**src/wss_pkg.sv**
```systemverilog
package wss_pkg;

  // Stage codes, as reported on stage_now
  localparam logic [2:0] StReady    = 3'd0;
  localparam logic [2:0] StPicker   = 3'd1;
  localparam logic [2:0] StRelease  = 3'd2;
  localparam logic [2:0] StWinch    = 3'd3;
  localparam logic [2:0] StLock     = 3'd4;
  localparam logic [2:0] StReverse  = 3'd5;
  localparam logic [2:0] StOverride = 3'd6;

  // Motor commands
  localparam logic signed [1:0] MotorRev = -2'sd1;
  localparam logic signed [1:0] MotorOff = 2'sd0;
  localparam logic signed [1:0] MotorFwd = 2'sd1;

  // Configuration register indexes
  localparam logic [2:0] RegReleaseDelay  = 3'd0;
  localparam logic [2:0] RegWinchTimeout  = 3'd1;
  localparam logic [2:0] RegLockDelay     = 3'd2;
  localparam logic [2:0] RegReverseTimeout = 3'd3;
  localparam logic [2:0] RegReverseLimit  = 3'd4;

  // Configuration reset values
  localparam logic [7:0]         RstReleaseDelay   = 8'd25;
  localparam logic [7:0]         RstWinchTimeout   = 8'd100;
  localparam logic [7:0]         RstLockDelay      = 8'd5;
  localparam logic [7:0]         RstReverseTimeout = 8'd50;
  localparam logic signed [15:0] RstReverseLimit   = -16'sd1400;

endpackage

```
**src/winch_shooter_sequencer.sv**
```systemverilog
// An accepted input item has its result item on the output register from the next cycle.
// Throughput: one item per cycle while results are taken; the output register frees itself
// in the same cycle it is taken, so the next item is accepted as a result is delivered.
// Reset (rst_ni low, asynchronous): stage ready, counter zero, motor off, latch locked,
// configuration back to its defaults, no result pending.
module winch_shooter_sequencer
  import wss_pkg::*;
(
  input  logic               clk_i,
  input  logic               rst_ni,
  // configuration write port
  input  logic               cfg_we_i,
  input  logic [2:0]         cfg_idx_i,
  input  logic [15:0]        cfg_data_i,
  // input channel
  input  logic               in_valid_i,
  output logic               in_ready_o,
  input  logic               shoot_button_i,
  input  logic               shoot_request_i,
  input  logic               winch_down_held_i,
  input  logic               winch_up_held_i,
  input  logic               limit_down_i,
  input  logic               picker_is_down_i,
  input  logic signed [15:0] encoder_count_i,
  // output channel
  output logic               out_valid_o,
  input  logic               out_ready_i,
  output logic signed [1:0]  motor_drive_o,
  output logic               latch_released_o,
  output logic               picker_drop_request_o,
  output logic               encoder_clear_o,
  output logic [2:0]         stage_now_o
);

  // ---------------------------------------------------------------------------
  // Configuration registers
  // ---------------------------------------------------------------------------
  logic [7:0]         release_delay_q;
  logic [7:0]         winch_timeout_q;
  logic [7:0]         lock_delay_q;
  logic [7:0]         reverse_timeout_q;
  logic signed [15:0] reverse_limit_q;

  always_ff @(posedge clk_i or negedge rst_ni) begin
    if (!rst_ni) begin
      release_delay_q   <= RstReleaseDelay;
      winch_timeout_q   <= RstWinchTimeout;
      lock_delay_q      <= RstLockDelay;
      reverse_timeout_q <= RstReverseTimeout;
      reverse_limit_q   <= RstReverseLimit;
    end else if (cfg_we_i) begin
      unique case (cfg_idx_i)
        RegReleaseDelay:   release_delay_q   <= cfg_data_i[7:0];
        RegWinchTimeout:   winch_timeout_q   <= cfg_data_i[7:0];
        RegLockDelay:      lock_delay_q      <= cfg_data_i[7:0];
        RegReverseTimeout: reverse_timeout_q <= cfg_data_i[7:0];
        RegReverseLimit:   reverse_limit_q   <= cfg_data_i;
        default: ;  // writes past the register list are dropped
      endcase
    end
  end

  // ---------------------------------------------------------------------------
  // Handshake: the output register is free when empty or being taken now
  // ---------------------------------------------------------------------------
  logic out_valid_q;
  logic in_fire;

  assign in_ready_o = !out_valid_q || out_ready_i;
  assign in_fire    = in_valid_i && in_ready_o;

  // ---------------------------------------------------------------------------
  // Sequencer state
  // ---------------------------------------------------------------------------
  logic [2:0]        stage_q, stage_d;
  logic [7:0]        tick_q, tick_d;
  logic signed [1:0] motor_q, motor_d;
  logic              latch_q, latch_d;
  logic              pick_req_d;
  logic              clear_d;

  // Per-tick decision. Override is applied first; the stage case then sees the
  // stage it leaves behind, so an override tick never runs sequence logic.
  always_comb begin
    stage_d    = stage_q;
    tick_d     = tick_q;
    motor_d    = motor_q;
    latch_d    = latch_q;
    pick_req_d = 1'b0;
    clear_d    = 1'b0;

    if (winch_down_held_i) begin
      motor_d = MotorFwd;
      if (limit_down_i) begin
        latch_d = 1'b0;
      end
      stage_d = StOverride;
    end else if (winch_up_held_i) begin
      motor_d = MotorRev;
      stage_d = StOverride;
    end

    unique case (stage_d)
      StReady, StPicker: begin
        if (shoot_button_i || shoot_request_i || stage_d == StPicker) begin
          if (!picker_is_down_i) begin
            pick_req_d = 1'b1;
            stage_d    = StPicker;
          end else begin
            latch_d = 1'b1;
            tick_d  = release_delay_q;
            stage_d = StRelease;
          end
        end
      end
      StRelease: begin
        if (tick_d != 8'd0) begin
          tick_d = tick_d - 8'd1;
        end
        if (tick_d == 8'd0) begin
          tick_d  = winch_timeout_q;
          stage_d = StWinch;
        end
      end
      StWinch: begin
        if (tick_d != 8'd0) begin
          motor_d = MotorFwd;
          // limit switch cuts the draw short
          tick_d  = limit_down_i ? 8'd0 : tick_d - 8'd1;
        end
        if (tick_d == 8'd0) begin
          latch_d = 1'b0;
          tick_d  = lock_delay_q;
          stage_d = StLock;
        end
      end
      StLock: begin
        if (tick_d != 8'd0) begin
          tick_d = tick_d - 8'd1;
        end
        if (tick_d == 8'd0) begin
          motor_d = MotorOff;
          clear_d = 1'b1;
          tick_d  = reverse_timeout_q;
          stage_d = StReverse;
        end
      end
      StReverse: begin
        if (tick_d != 8'd0) begin
          motor_d = MotorRev;
          tick_d  = tick_d - 8'd1;
          // far enough back: stop early
          if (encoder_count_i < reverse_limit_q) begin
            tick_d = 8'd0;
          end
        end
        if (tick_d == 8'd0) begin
          motor_d = MotorOff;
          clear_d = 1'b1;
          stage_d = StReady;
        end
      end
      StOverride: begin
        if (!winch_down_held_i && !winch_up_held_i) begin
          motor_d = MotorOff;
          clear_d = 1'b1;
          tick_d  = 8'd0;
          stage_d = StReady;
        end
      end
      default: ;  // unused stage code: tick changes nothing
    endcase
  end

  always_ff @(posedge clk_i or negedge rst_ni) begin
    if (!rst_ni) begin
      stage_q <= StReady;
      tick_q  <= 8'd0;
      motor_q <= MotorOff;
      latch_q <= 1'b0;
    end else if (in_fire) begin
      stage_q <= stage_d;
      tick_q  <= tick_d;
      motor_q <= motor_d;
      latch_q <= latch_d;
    end
  end

  // ---------------------------------------------------------------------------
  // Output register
  // ---------------------------------------------------------------------------
  always_ff @(posedge clk_i or negedge rst_ni) begin
    if (!rst_ni) begin
      out_valid_q <= 1'b0;
    end else if (in_ready_o) begin
      out_valid_q <= in_valid_i;
    end
  end

  always_ff @(posedge clk_i) begin
    if (in_fire) begin
      motor_drive_o         <= motor_d;
      latch_released_o      <= latch_d;
      picker_drop_request_o <= pick_req_d;
      encoder_clear_o       <= clear_d;
      stage_now_o           <= stage_d;
    end
  end

  assign out_valid_o = out_valid_q;

endmodule

```
**config.mk**
```make
export PLATFORM = sky130hd
export DESIGN_NAME = winch_shooter_sequencer
export DESIGN_NICKNAME = d
export VERILOG_FILES = /design/src/wss_pkg.sv /design/src/winch_shooter_sequencer.sv
export SDC_FILE = /design/constraint.sdc
export NUM_CORES = 1
export LEC_CHECK = 0
export BUFFER_PORTS_ARGS = -buffer_cell sky130_fd_sc_hd__buf_2
export CORE_UTILIZATION = 55
export DETAILED_ROUTE_END_ITERATION = 10
export GPL_ROUTABILITY_DRIVEN = 0
export PLACE_DENSITY_LB_ADDON = 0.2
export REMOVE_ABC_BUFFERS = 1
export SLEW_MARGIN = 5
export SYNTH_ARGS = -nofsm -noshare
export SYNTH_HDL_FRONTEND = slang
export SYNTH_SLANG_ARGS = --single-unit
```
**constraint.sdc**
```tcl
create_clock -name clk_i -period 3.9 [get_ports clk_i]
set_clock_uncertainty 0.05 [all_clocks]
set_input_delay 0 -clock clk_i [delete_from_list [all_inputs] [get_ports clk_i]]
set_output_delay 0 -clock clk_i [all_outputs]
set_load 0.01 [all_outputs]
```
======== Yosys cells after proc, flatten, opt, wreduce, memory -nomap -nowiden ========
Cells that the tools add are included.
storage, ports and cells
  output and inout port bits .............. 10
  input bits .............................. 46
  logic and storage cells ................. 99
  register bits ........................... 71
operators by class
  mux-type cells .......................... 45
  $lt $le $gt $ge ......................... 1
  add/subtract/negate cells ............... 1
  eq/ne operators ......................... 13
  reductions and logical operators ........ 24
operator list
  cell                 number
  $mux 8               15
  $pmux 8 s6           1
  $logic_not 8->1      4
  $mux 3               8
  $pmux 3 s6           1
  $lt 16x16->1         1
  $mux 2               8
  $eq 3x2->1 const B   4
  $eq 3x3->1 const B   4
  $reduce_and 2->1     6
  $mux 1               9
  $pmux 2 s4           1
  $reduce_bool 8->1    1
  $sub 8x1->8 const B  1
  $eq 3x1->1 const B   2
  $logic_not 3->1      2
  $ne 2x2->1 const B   3
  $reduce_bool 6->1    1
  $reduce_and 5->1     1
  $logic_not 1->1      3
  $logic_or 1x1->1     3
  $pmux 1 s3           1
  $logic_and 1x1->1    2
  $pmux 1 s2           1
  $reduce_or 2->1      1

======== Depth between registers and ports, before layout ========
  depth in word-level cells ............... 7
  gate-level depth with buffers ........... 11
  gate-level depth less buffers ........... 9

======== Worst setup path before layout ========
No wires, ideal clock.
  path type ............................... reg2reg
  from .................................... register tick_q[0]
  to ...................................... register motor_q[1]
  clock period less this slack ............ 2.721 ns
  arrival ................................. 2.546 ns
  cell stages (with the launch flop) ...... 11
  path slack .............................. 1.179 ns
  cell sequence ........................... dfrtp_1 -> buf_2 -> inv_1 -> ha_1 -> nor3b_1 -> mux2_2 -> o31ai_1 -> a21boi_1 -> o31ai_2 -> a21oi_1 -> mux2_2
between the ends
  longest elaborated chain between the ends .. 7
  elaborated cells on any way between the ends .. 14
ends and longest elaborated chain
  element                 line                                                            RTL
  from (decl)             winch_shooter_sequencer.sv:76                                   logic [7:0] tick_q, tick_d;
  from (signal assigned)  winch_shooter_sequencer.sv:183                                  tick_q <= tick_d;
  $sub 8x1->8             winch_shooter_sequencer.sv:139, winch_shooter_sequencer.sv:151
  $mux 8                  winch_shooter_sequencer.sv:153                                  if (encoder_count_i < reverse_limit_q) begin
  $mux 8                  winch_shooter_sequencer.sv:149                                  if (tick_d != 8'd0) begin
  $mux 8                  winch_shooter_sequencer.sv:103                                  unique case (stage_d)
  $logic_not 8->1         winch_shooter_sequencer.sv:157                                  if (tick_d == 8'd0) begin
  $mux 2                  winch_shooter_sequencer.sv:157
  $pmux 2 s4 *            winch_shooter_sequencer.sv:103
  via motor_d[1]          winch_shooter_sequencer.sv:77                                   logic signed [1:0] motor_q, motor_d;
  to (signal assigned)    winch_shooter_sequencer.sv:179                                  motor_q <= MotorOff;
  to (signal assigned)    winch_shooter_sequencer.sv:184                                  motor_q <= motor_d;
  to (decl)               winch_shooter_sequencer.sv:77
The timed path passes the listed nets; every way through them passes the cells marked *. The select of a mux whose other input is x is not followed.
A chain may end at the register's enable or synchronous reset.

======== Final worst setup path ========
  from .................................... register tick_q[0]
  to ...................................... register tick_q[2]
between the ends
  longest elaborated chain between the ends .. 7
  elaborated cells on any way between the ends .. 18
ends and longest elaborated chain
  element          line                            RTL
  $sub 8x1->8      -
  $mux 8           winch_shooter_sequencer.sv:129  tick_d = limit_down_i ? 8'd0 : tick_d - 8'd1;
  $mux 8           winch_shooter_sequencer.sv:126  if (tick_d != 8'd0) begin
  $mux 8           winch_shooter_sequencer.sv:103
  $logic_not 8->1  winch_shooter_sequencer.sv:131  if (tick_d == 8'd0) begin
  $mux 8           winch_shooter_sequencer.sv:131
  $pmux 8 s6 *     winch_shooter_sequencer.sv:103
Every way passes the cells marked *; elsewhere a longest branch is shown, timed or not. The select of a mux whose other input is x is not followed.

==> out/results.ini <==
[power]
p_per_area_nw_per_um2=470
leakagePower_uw=0.00205
peakVddDrop_mv=0.303

[timing]
final.min_clock_period_ns=3.09
slew_headroom_pct=27.5
rsz0062_at_grt=false
setup_violations=0
fin_tns_setup_ns=0
finalCritPeriodShare_pct=79.1
fmax_mhz=324
worst_slack_ns=0.813
finalMaxSlewViolations=0
tightest_slew_ns=1.08
timing_hold_violations_final=0
hold_slack_ns=0.00634

[placed_design]
pre_cts_slack_ns=0.869
port_buffers=55
dp_hpwl_mm=6.87

[critical_path]
timing.rr.start=tick_q[0]
cp.arrival_ns=3.27
rr_worst_depth=9
rr_endpoint=tick_q[2]
cpPeakStageDelay_ns=0.50
cp_cell_sequence=inv_1 -> ha_1 -> nor3b_1 -> mux2_2 -> o31ai_1 -> and2_2 -> o221ai_2 -> a31oi_1 -> a211oi_2
worstSetupStartpointType=register
reg2reg_slack_ns=0.81
slowest_stage=dfrtp_1
crit_required_ns=4.09
crit_path_max_fanout=12
critPathKind=reg -> reg
cp-end-kind=register

[job]
maxCapViolCount=0

[synth]
synth_edf_count=8
syn_area_per_cell_um2=10.0
ys.flop_type=dfrtp_1
syn_inst=416
syn_area_um2=4180
synth_top_area_share_pct=26.4
synthTopCellsByCount=dfrtp_1 (44), nand2_1 (41), mux2_2 (37)
ys_types=65
ys_seq_elements=71
ys_warn_count=0
synthArstFlopShare_pct=88.7
synthTopCellsByArea=dfrtp_1 (26%), dfstp_2 (12%), mux2_2 (10%)
yosysMostFrequentCell=dfrtp_1
synth_largest_area_cell=dfrtp_1
ys_seq_area_share_pct=44.1

[detailed_routing]
drtPass1Iterations=5
drc=0
wire_per_inst_um=16.3
finalWirelength_mm=9.64
ant_nets=0
drt-initial-drc-count=279
viasPerCell=5.94
vias=3524

[floorplanning]
rows=31
io_pins=56
fp.dieArea_um2=7940
coreArea_um2=7290
start_util_pct=57.3
fp.dieH_um=89.1
die_x_um=89.1

[clock_tree]
cts_setup_buffers=0
htree_num_levels=3
cts-root-buf=clkbuf_8
cts.clk_slew.worst_paths_ns=0.08
cts_buffer_depth=2
holdBufCountCts=21
clock-sinks=71
cts_buffers=9
clock_latency_ns=0.35
cts_resized=0
tritoncts=built

[global_route]
antenna_found_initial=0
gr-usage-all-layers_pct=27.6
grt_pass1_wl_mm=16.4
overflow=0
grt_pass1_vias=3489
grt_max_degree=45

[outcome]
status=completed

[hold_path]
whs_endpoint=reverse_limit_q[7]
hold_class=in -> reg
hold_depth=4
worstHoldStart=cfg_idx_i[0]

[layout]
n_antenna_cell=0
drive_gt1_share_pct=31.2
nets=552
area_growth_pct=17.5

placed cells by master, fill, tap and decap left out, drive strengths merged, types with 9 or more instances in the layout:
cell         instances
dfrtp               44
clkbuf              11
a21oi               23
dfstp               19
nand2               41
o21ai               32
inv                 23
nor3                10
ha                  17
nand3                9
buf                 61
dlygate4sd3         21
nor2                35
mux2                38
a221oi               9
registers in the layout (all words and copies together) (netlist names):
register	flops
tick_q	8
winch_timeout_q	8
out_valid_o	1
lock_delay_q	8
motor_q	2
reverse_timeout_q	8
latch_released_o	1
reverse_limit_q	16
stage_q	3
release_delay_q	8
latch_q	1
motor_drive_o	2
encoder_clear_o	1
picker_drop_request_o	1
stage_now_o	3
final cells by class:
type / instances / area (µm²)
Inverter: 22 / 82.6
Tap cell: 99 / 124
Timing Repair Buffer: 82 / 531
Clock buffer: 11 / 141
Clock inverter: 5 / 32.5
Sequential cell: 71 / 1840
Multi-Input combinational cell: 303 / 2160
Fill cell: 626 / 2380
per-layer routing:
| layer | up-vias | wire length, µm | GRT usage [%] |
|---|---|---|---|
| met5 | - | 0 | 0 |
| met4 | 0 | 202 | 9.96 |
| li1 | 1669 | - | - |
| met1 | 1675 | 4260 | 35.3 |
| met3 | 30 | 587 | 8.03 |
| met2 | 150 | 4580 | 44.8 |
worst max-delay path: cells and delay by family (launching register included):
kind	cells	cell delay, ns
AO/OA/AOI/OAI	4	0.89
adder cells (fa/ha/maj)	1	0.30
buffers and inverters	1	0.14
flip-flops	1	0.50
multiplexers	1	0.39
AND/OR/NAND/NOR	2	0.72
power breakdown:
| part | leakage, µW | internal [µW] | switching (µW) |
|---|---|---|---|
| sequential | 0.000795 | 934 | 158 |
| combinational | 0.00116 | 319 | 365 |
| clock | 0.0000896 | 247 | 282 |
per-stage QoR:
step,cell area (µm²),utilization (%),total power [µW],std cells
3_3_place_gp,4520,62.0,1730,556
6_report,4910,67.3,2310,593
2_1_floorplan,4070,-,1560,396
3_5_place_dp,4520,62.0,1760,556
5_1_grt,4910,67.3,2450,593
4_1_cts,4910,67.3,2310,593
kinds of logic after synthesis:
logic type	share of synthesized area, %
adder cells (fa/ha/maj)	5.09
AO/OA/AOI/OAI	18.3
AND/OR/NAND/NOR	17.3
multiplexers	10.3
XOR/XNOR	0.420
buffers and inverters	4.41
flip-flops	44.1
worst max-delay path by stage:
stage	slack [ns]	startpoint	cells past startpoint	endpoint
final	0.81	tick_q[0]	9	tick_q[2]
after global placement	1.01	tick_q[0]	9	tick_q[2]
after CTS	0.83	tick_q[0]	9	tick_q[2]
after floorplan	1.22	tick_q[0]	9	motor_q[1]
after global routing	0.62	tick_q[0]	9	tick_q[2]
after detailed placement	0.87	tick_q[0]	9	tick_q[2]
Note: power is estimated with default switching activity, not from simulation.
